### config.mk
export PLATFORM = sky130hd
export DESIGN_NAME = saturating_accumulator_alu_unit
export DESIGN_NICKNAME = d
export VERILOG_FILES = /design/src/rtl/sacc_pkg.sv /design/src/rtl/sacc_clamp.sv /design/src/rtl/saturating_accumulator_alu_unit.sv
export SDC_FILE = /design/constraint.sdc
export NUM_CORES = 2
export LEC_CHECK = 0
export BUFFER_PORTS_ARGS = -buffer_cell sky130_fd_sc_hd__buf_2
export CAP_MARGIN = 15
export CELL_PAD_IN_SITES_DETAIL_PLACEMENT = 1
export CELL_PAD_IN_SITES_GLOBAL_PLACEMENT = 1
export CORE_ASPECT_RATIO = 0.8
export CORE_MARGIN = 2
export CORE_UTILIZATION = 44
export DETAILED_ROUTE_END_ITERATION = 16
export PLACE_DENSITY_LB_ADDON = 0.1
export SYNTH_ARGS = -nofsm -noshare
export SYNTH_HDL_FRONTEND = slang
export SYNTH_SLANG_ARGS = --single-unit
### constraint.sdc
create_clock -name i_clk -period 15.7 [get_ports i_clk]
set_input_delay 2.355 -clock i_clk [delete_from_list [all_inputs] [get_ports i_clk]]
set_output_delay 2.355 -clock i_clk [all_outputs]
set_load 0.02 [all_outputs]
### src/rtl/sacc_pkg.sv
// Shared opcodes, status codes and register indexes of the saturating accumulator.
`default_nettype none
package sacc_pkg;
    localparam int MODE_W   = 4;
    localparam int STATUS_W = 2;
    localparam int CFG_IDX_W = 1;

    typedef logic [MODE_W-1:0]   t_mode;
    typedef logic [STATUS_W-1:0] t_status;
    typedef logic [CFG_IDX_W-1:0] t_cfg_idx;

    localparam t_mode MODE_LOAD  = 4'd0;
    localparam t_mode MODE_CLEAR = 4'd1;
    localparam t_mode MODE_ADD   = 4'd2;
    localparam t_mode MODE_SUB   = 4'd3;
    localparam t_mode MODE_MUL   = 4'd4;
    localparam t_mode MODE_DIV   = 4'd5;
    localparam t_mode MODE_SQRT  = 4'd6;
    localparam t_mode MODE_READ  = 4'd7;
    localparam t_mode MODE_RANGE = 4'd8;

    localparam t_status STATUS_OK      = 2'd0;
    localparam t_status STATUS_DIV0    = 2'd1;
    localparam t_status STATUS_SQRTNEG = 2'd2;

    localparam t_cfg_idx CFG_LOWER = 1'b0;
    localparam t_cfg_idx CFG_UPPER = 1'b1;
endpackage
`default_nettype wire

### src/rtl/sacc_clamp.sv
// Clamps a wide signed value into the range given by two word-wide limits.
`default_nettype none
module sacc_clamp #(
    parameter int IN_W  = 64,
    parameter int OUT_W = 32
) (
    input  wire logic signed [IN_W-1:0]  i_val,
    input  wire logic signed [OUT_W-1:0] i_lo,
    input  wire logic signed [OUT_W-1:0] i_hi,
    output logic signed [OUT_W-1:0]      o_val
);
    logic signed [IN_W-1:0] lo_ext;
    logic signed [IN_W-1:0] hi_ext;

    assign lo_ext = IN_W'(i_lo);
    assign hi_ext = IN_W'(i_hi);

    always_comb begin
        if (i_val < lo_ext) begin
            o_val = i_lo;
        end else if (i_val > hi_ext) begin
            o_val = i_hi;
        end else begin
            o_val = i_val[OUT_W-1:0];
        end
    end
endmodule
`default_nettype wire

### src/rtl/saturating_accumulator_alu_unit.sv
// Top level of the saturating fixed-point accumulator with bit-serial arithmetic.
`default_nettype none
// A saturating accumulator in signed fixed point (WORD_BITS wide, FRAC_BITS
// fraction bits). Each input word carries an opcode and an operand and yields
// exactly one result word. Load, clear, add, subtract, read, range check and
// the two error cases pass through S_PRE and S_CLAMP to the output register;
// multiply (one multiplier bit per cycle), divide (one quotient bit per
// cycle) and square root (one root bit per cycle) pass through S_PRE, their
// bit-serial state, S_FIX and S_CLAMP. One word is worked on at a time; a new
// word is accepted once the previous result sits in the output register, even
// if it has not been taken yet. A full output register holds the finished
// word until the register is taken. Limit writes take effect for the next
// accepted word.
module saturating_accumulator_alu_unit #(
    parameter int WORD_BITS = 32,
    parameter int FRAC_BITS = 16
) (
    input  wire logic                          i_clk,
    input  wire logic                          i_rst_n,
    input  wire logic                          i_in_valid,
    output logic                               o_in_ready,
    input  wire sacc_pkg::t_mode               i_mode,
    input  wire logic signed [WORD_BITS-1:0]   i_operand,
    output logic                               o_out_valid,
    input  wire logic                          i_out_ready,
    output logic signed [WORD_BITS-1:0]        o_result_value,
    output sacc_pkg::t_status                  o_status,
    output logic                               o_in_range,
    input  wire logic                          i_cfg_valid,
    output logic                               o_cfg_ready,
    input  wire sacc_pkg::t_cfg_idx            i_cfg_index,
    input  wire logic signed [WORD_BITS-1:0]   i_cfg_data
);
    import sacc_pkg::*;

    localparam int W   = WORD_BITS;
    localparam int F   = FRAC_BITS;
    localparam int ND  = W + F;
    localparam int N2  = (ND + 1) / 2;
    localparam int SW  = 2 * N2;
    localparam int VW  = 2 * W + F + 2;
    localparam int CW  = $clog2(ND + 1);
    localparam logic [CW-1:0] CNT_MUL  = CW'(W);
    localparam logic [CW-1:0] CNT_DIV  = CW'(ND);
    localparam logic [CW-1:0] CNT_SQRT = CW'(N2);
    localparam logic [CW-1:0] CNT_ONE  = CW'(1);

    typedef enum logic [2:0] {
        S_IDLE, S_PRE, S_MUL, S_DIV, S_SQRT, S_FIX, S_CLAMP
    } t_state;

    t_state                r_state;
    t_mode                 r_mode;
    logic signed [W-1:0]   r_opnd;
    logic signed [W-1:0]   r_lower, r_upper;
    logic signed [W-1:0]   r_lo, r_hi;
    logic signed [W-1:0]   r_acc;
    logic                  r_neg;
    logic [CW-1:0]         r_cnt;
    logic [2*W-1:0]        r_sum;
    logic [2*W-1:0]        r_mcand;
    logic [W-1:0]          r_mplier;
    logic [ND-1:0]         r_num;
    logic [W-1:0]          r_rem;
    logic [SW-1:0]         r_sq;
    logic [N2-1:0]         r_root;
    logic [N2+1:0]         r_srem;
    logic signed [VW-1:0]  r_v;
    t_status               r_status;
    logic                  r_inr;
    logic                  r_out_valid;
    logic signed [W-1:0]   r_res;
    t_status               r_ostat;
    logic                  r_oinr;

    logic signed [W-1:0]   pre_acc;
    logic signed [W-1:0]   post_val;
    logic [W-1:0]          mag_a, mag_b;
    logic [W:0]            div_sh;
    logic                  div_ge;
    logic [N2+1:0]         sq_sh, sq_trial;
    logic                  sq_ge;
    logic signed [VW-1:0]  fix_mag, fix_sgn;
    logic                  out_free;

    sacc_clamp #(.IN_W(W), .OUT_W(W)) u_pre_clamp (
        .i_val (r_acc),
        .i_lo  (r_lo),
        .i_hi  (r_hi),
        .o_val (pre_acc)
    );

    sacc_clamp #(.IN_W(VW), .OUT_W(W)) u_post_clamp (
        .i_val (r_v),
        .i_lo  (r_lo),
        .i_hi  (r_hi),
        .o_val (post_val)
    );

    assign mag_a = pre_acc[W-1] ? W'(-pre_acc) : W'(pre_acc);
    assign mag_b = r_opnd[W-1] ? W'(-r_opnd) : W'(r_opnd);

    assign div_sh = {r_rem, r_num[ND-1]};
    assign div_ge = div_sh >= {1'b0, r_mplier};

    assign sq_sh    = {r_srem[N2-1:0], r_sq[SW-1:SW-2]};
    assign sq_trial = {r_root, 2'b01};
    assign sq_ge    = sq_sh >= sq_trial;

    always_comb begin
        if (r_mode == MODE_MUL) begin
            fix_mag = VW'(r_sum);
        end else begin
            fix_mag = VW'(r_num);
        end
        fix_sgn = r_neg ? -fix_mag : fix_mag;
    end

    assign out_free       = !r_out_valid || i_out_ready;
    assign o_in_ready     = (r_state == S_IDLE);
    assign o_cfg_ready    = 1'b1;
    assign o_out_valid    = r_out_valid;
    assign o_result_value = r_res;
    assign o_status       = r_ostat;
    assign o_in_range     = r_oinr;

    always_ff @(posedge i_clk) begin
        if (!i_rst_n) begin
            r_state     <= S_IDLE;
            r_lower     <= {1'b1, {(W-1){1'b0}}};
            r_upper     <= {1'b0, {(W-1){1'b1}}};
            r_acc       <= '0;
            r_out_valid <= 1'b0;
        end else begin
            if (i_cfg_valid) begin
                unique case (i_cfg_index)
                    CFG_LOWER: r_lower <= i_cfg_data;
                    CFG_UPPER: r_upper <= i_cfg_data;
                    default: ;
                endcase
            end
            if (r_out_valid && i_out_ready) begin
                r_out_valid <= 1'b0;
            end
            unique case (r_state)
                S_IDLE: begin
                    if (i_in_valid) begin
                        r_mode <= i_mode;
                        r_opnd <= i_operand;
                        r_lo   <= (r_lower < r_upper) ? r_lower : r_upper;
                        r_hi   <= (r_lower < r_upper) ? r_upper : r_lower;
                        r_state <= S_PRE;
                    end
                end
                S_PRE: begin
                    r_acc    <= pre_acc;
                    r_status <= STATUS_OK;
                    r_inr    <= 1'b0;
                    r_v      <= VW'(pre_acc);
                    r_neg    <= pre_acc[W-1] ^ r_opnd[W-1];
                    r_state  <= S_CLAMP;
                    case (r_mode)
                        MODE_LOAD:  r_v <= VW'(r_opnd);
                        MODE_CLEAR: r_v <= '0;
                        MODE_ADD:   r_v <= VW'(pre_acc) + VW'(r_opnd);
                        MODE_SUB:   r_v <= VW'(pre_acc) - VW'(r_opnd);
                        MODE_MUL: begin
                            r_mcand  <= (2*W)'(mag_a);
                            r_mplier <= mag_b;
                            r_sum    <= '0;
                            r_cnt    <= CNT_MUL;
                            r_state  <= S_MUL;
                        end
                        MODE_DIV: begin
                            if (r_opnd == '0) begin
                                r_status <= STATUS_DIV0;
                            end else begin
                                r_num    <= ND'(mag_a) << F;
                                r_rem    <= '0;
                                r_mplier <= mag_b;
                                r_cnt    <= CNT_DIV;
                                r_state  <= S_DIV;
                            end
                        end
                        MODE_SQRT: begin
                            if (pre_acc[W-1]) begin
                                r_status <= STATUS_SQRTNEG;
                            end else begin
                                r_sq    <= SW'(mag_a) << F;
                                r_root  <= '0;
                                r_srem  <= '0;
                                r_cnt   <= CNT_SQRT;
                                r_state <= S_SQRT;
                            end
                        end
                        MODE_RANGE: r_inr <= (r_opnd >= r_lo) && (r_opnd <= r_hi);
                        default: ;
                    endcase
                end
                S_MUL: begin
                    if (r_mplier[0]) begin
                        r_sum <= r_sum + r_mcand;
                    end
                    r_mcand  <= r_mcand << 1;
                    r_mplier <= r_mplier >> 1;
                    r_cnt    <= r_cnt - CNT_ONE;
                    if (r_cnt == CNT_ONE) begin
                        r_state <= S_FIX;
                    end
                end
                S_DIV: begin
                    if (div_ge) begin
                        r_rem <= W'(div_sh - {1'b0, r_mplier});
                    end else begin
                        r_rem <= div_sh[W-1:0];
                    end
                    r_num <= {r_num[ND-2:0], div_ge};
                    r_cnt <= r_cnt - CNT_ONE;
                    if (r_cnt == CNT_ONE) begin
                        r_state <= S_FIX;
                    end
                end
                S_SQRT: begin
                    if (sq_ge) begin
                        r_srem <= sq_sh - sq_trial;
                        r_root <= {r_root[N2-2:0], 1'b1};
                    end else begin
                        r_srem <= sq_sh;
                        r_root <= {r_root[N2-2:0], 1'b0};
                    end
                    r_sq  <= r_sq << 2;
                    r_cnt <= r_cnt - CNT_ONE;
                    if (r_cnt == CNT_ONE) begin
                        r_state <= S_FIX;
                    end
                end
                S_FIX: begin
                    // Signed product is floored by the arithmetic shift.
                    if (r_mode == MODE_SQRT) begin
                        r_v <= VW'(r_root);
                    end else if (r_mode == MODE_MUL) begin
                        r_v <= fix_sgn >>> F;
                    end else begin
                        r_v <= fix_sgn;
                    end
                    r_state <= S_CLAMP;
                end
                S_CLAMP: begin
                    r_acc <= post_val;
                    if (out_free) begin
                        r_out_valid <= 1'b1;
                        r_res       <= post_val;
                        r_ostat     <= r_status;
                        r_oinr      <= r_inr;
                        r_state     <= S_IDLE;
                    end
                end
                default: r_state <= S_IDLE;
            endcase
        end
    end
endmodule
`default_nettype wire

==> flow_summary.toml <==
[timing]
rsz0062_at_grt = "false"
max_freq_ghz = 0.0997
worst_pin_slew_ns = 1.28
setup_tns_ns = 0
slew_viol_final = 0
setup_viol = 0
skew_ns = 0.0321
period_share_pct = 63.9
slew_headroom_pct = 14.5
hold_slack_ns = 0.414
finalHoldViolCount = 0
finalCriticalPeriod_ns = 10.03

[cells_and_area]
fin_nets = 5645
post_route_cells_drive_above_1_share_pct = 9.63
area_growth_pct = 9.93

[yosys]
netlist_instances = 5058
synth_top_cell_area_share_pct = 34.5
syn_avg_cell_area_um2 = 9.41
synth_area_um2 = 47600
synthesis.nets = 5615
synth_cell_types = 89
ys_top_cells_by_count = "547 x edfxtp_1, 480 x ha_1, 474 x nand2_1"
synth_ff_type = "edfxtp_1"
seq_area_frac_synth_pct = 38.7
async_flop_share_pct = 0
yosys_warnings = 0
synth-seq-cells = 647
yosys.area.top_type = "edfxtp_1"
synth_edf_count = 547
synth_most_common_cell = "edfxtp_1"
synthTopCellsByArea = "edfxtp_1 35%, ha_1 13%, dfxtp_1 4.2%"

[placement]
gp_congestion = 0.957
portBuffers = 110
dp.final_hpwl_mm = 130

[floorplanning]
fp.dieW_um = 372
start_util_pct = 44.6
core_area_um2 = 107000
die_h_um = 298
dieArea_um2 = 111000
rows = 107
io_pins = 112

[global_routing]
grt_pass1_vias = 40104
grtUsageTotal_pct = 30.6
antenna_found_initial = 9
grt_overflow = 0
grt_max_degree = 81
grt_pass1_wl_mm = 258

[clock_tree]
cts_tree = "done"
htreeDepth = 3
cts_root_buffer = "clkbuf_16"
clkSlewWorstSetupHoldPaths_ns = 0.06
cts_inserted_buffers = 77
ctsHoldBuffers = 0
cts_resized = 0
clk_path_buf_depth = 3
post_cts_buffers = 0
clk_latency_ns = 0.68
cts_sinks = 647

[drt]
ant_nets = 0
first_pass_iters = 6
drc = 0
via_count = 40571
drt-total-wl_mm = 173
wire_per_inst_um = 26.3
viasPerCell = 6.18
detail_route.iter0.violations = 3704

[setup_path]
start_kind = "flop"
rr_startpoint = "r_hi[31]"
worstSetupStartpoint = "r_hi[31]"
path_cells = "inv_2 > buf_4 > ha_1 > nand4_1 > or4_1 > a21oi_1 > nor4_1 > o21bai_4 > buf_4 > mux2i_1 > o21ai_0 > ha_1 > a21boi_0 > o41ai_1 > o31ai_1 > a31oi_1 > o2111ai_1 > a2111oi_0 > o31ai_1 > xnor2_1 > a41oi_4 > buf_4 > o21ai_0"
critPathRequiredTime_ns = 16.08
path_common_cell = "buf_4"
endpoint_kind = "flop"
worstPathArrival_ns = 10.40
r2r_slack_ns = 5.67
path_class = "flop to flop"
critical_path.max_stage_delay_ns = 0.83
slowest_stage = "or4_1"
reg2reg_depth = 23
critPathMaxFanout = 53

[hold_path]
hold_path.class = "flop to flop"
min_from = "r_inr"
whs_path_depth = 0

[power]
power_switching_share_pct = 44.6
leakagePower_nw = 21.6
clockPowerShare_pct = 19.5
power.density_nw_per_um2 = 184
netSwitchingPower_w = 0.00430
power_frac_comb_pct = 52.2
internal_power_w = 0.00534
ir_drop_mv = 0.112
p_seq_share_pct = 28.3

[status]
status = "finished clean"

[flow_run]
cap_viol_max_count = 0
[layer usage]
metal | vias to the layer above | share of wire, % | track usage, %
li1 | 18793 | - | -
met1 | 20245 | 47 | 45.8
met2 | 1325 | 43 | 45.6
met3 | 208 | 7.7 | 5.79
met4 | 0 | 2.0 | 6.40
met5 | - | 0 | 0
[critical path: cells and delay by family, from the launching register on]
kind                     cells  cell delay [ns]
AO/OA/AOI/OAI               12             4.80
buffers and inverters        4             1.66
AND/OR/NAND/NOR              3             1.36
adder cells (fa/ha/maj)      2             1.02
flip-flops                   1             0.42
multiplexers                 1             0.25
XOR/XNOR                     1             0.19
[cells in the final DEF (no fill, tap or decap), types with 24 or more instances in the layout]
master	instances
mux2i_1	133
xor2_1	137
nand3_1	73
o31ai_1	39
nor2_1	428
buf_2	110
a21o_1	190
a21oi_1	325
mux2_2	121
buf_4	73
and2_1	63
clkbuf_16	80
ha_1	480
nor2b_1	48
edfxtp_1	547
nand4_1	81
nand2b_1	52
a21boi_0	46
or4_1	27
or3_1	32
o211ai_1	73
xnor2_1	143
dfxtp_1	100
nor3_1	115
a31oi_1	69
o21ai_0	348
a211oi_1	44
a22o_1	24
o21a_1	33
inv_1	231
nand2_1	472
nor4_1	24
[sequential cells by signal, summed over array words and instances (netlist names), 48 cells and up]
signal / count
r_sum: 64
r_mcand: 64
r_num: 48
r_v: 82
[metrics by stage]
stage          std cells  setup WS [ns]  cell area [µm²]  utilization (%)  power [W]
2_1_floorplan       5058           4.08            47600                -    0.00600
3_3_place_gp        6426           6.36            49800             46.6    0.00756
3_5_place_dp        6426           6.09            49800             46.6    0.00768
4_1_cts             6567           6.03            52300             49.0    0.00961
5_1_grt             6567           5.11            52300             49.0     0.0102
6_report            6569           5.67            52300             49.0    0.00964
[kinds of logic (layout without fill, tap and decap cells)]
kind of cell,count (synthesis),after routing,synth area share [%]
fa+ha+maj,483,483,12.7
other cells,1,3,0.00788
mux,259,259,5.81
buf+inv,470,562,3.75
flops,647,647,38.7
compound gates,1379,1379,18.5
simple gates,1538,1538,15.3
xor+xnor,281,281,5.20
[path summary, 6_finish.rpt]
path                     end
setup / recovery     r_v[47]
hold / removal    o_in_range
setup reg to reg     r_v[47]
hold reg to reg   o_in_range
[cell type report]
class	instances	area, µm²
clock buffers	107	2150
repair buffers	183	1100
inverters	238	893
flip-flops and latches	647	18400
clock inverters	34	395
multi-input cells	3941	27600
well taps	1417	1770
fillers	12048	54500
diodes	2	5.00
[power by group through the flow]
| stage | Combinational [W] | Sequential (W) | Clock (W) |
|---|---|---|---|
| after floorplan | 0.00338 | 0.00261 | 0 |
| after global placement | 0.00482 | 0.00274 | 0 |
| after detailed placement | 0.00493 | 0.00275 | 0 |
| after CTS | 0.00498 | 0.00272 | 0.00192 |
| after global routing | 0.00548 | 0.00275 | 0.00197 |
| final | 0.00504 | 0.00273 | 0.00188 |
Power figures use the tool's default switching activity.
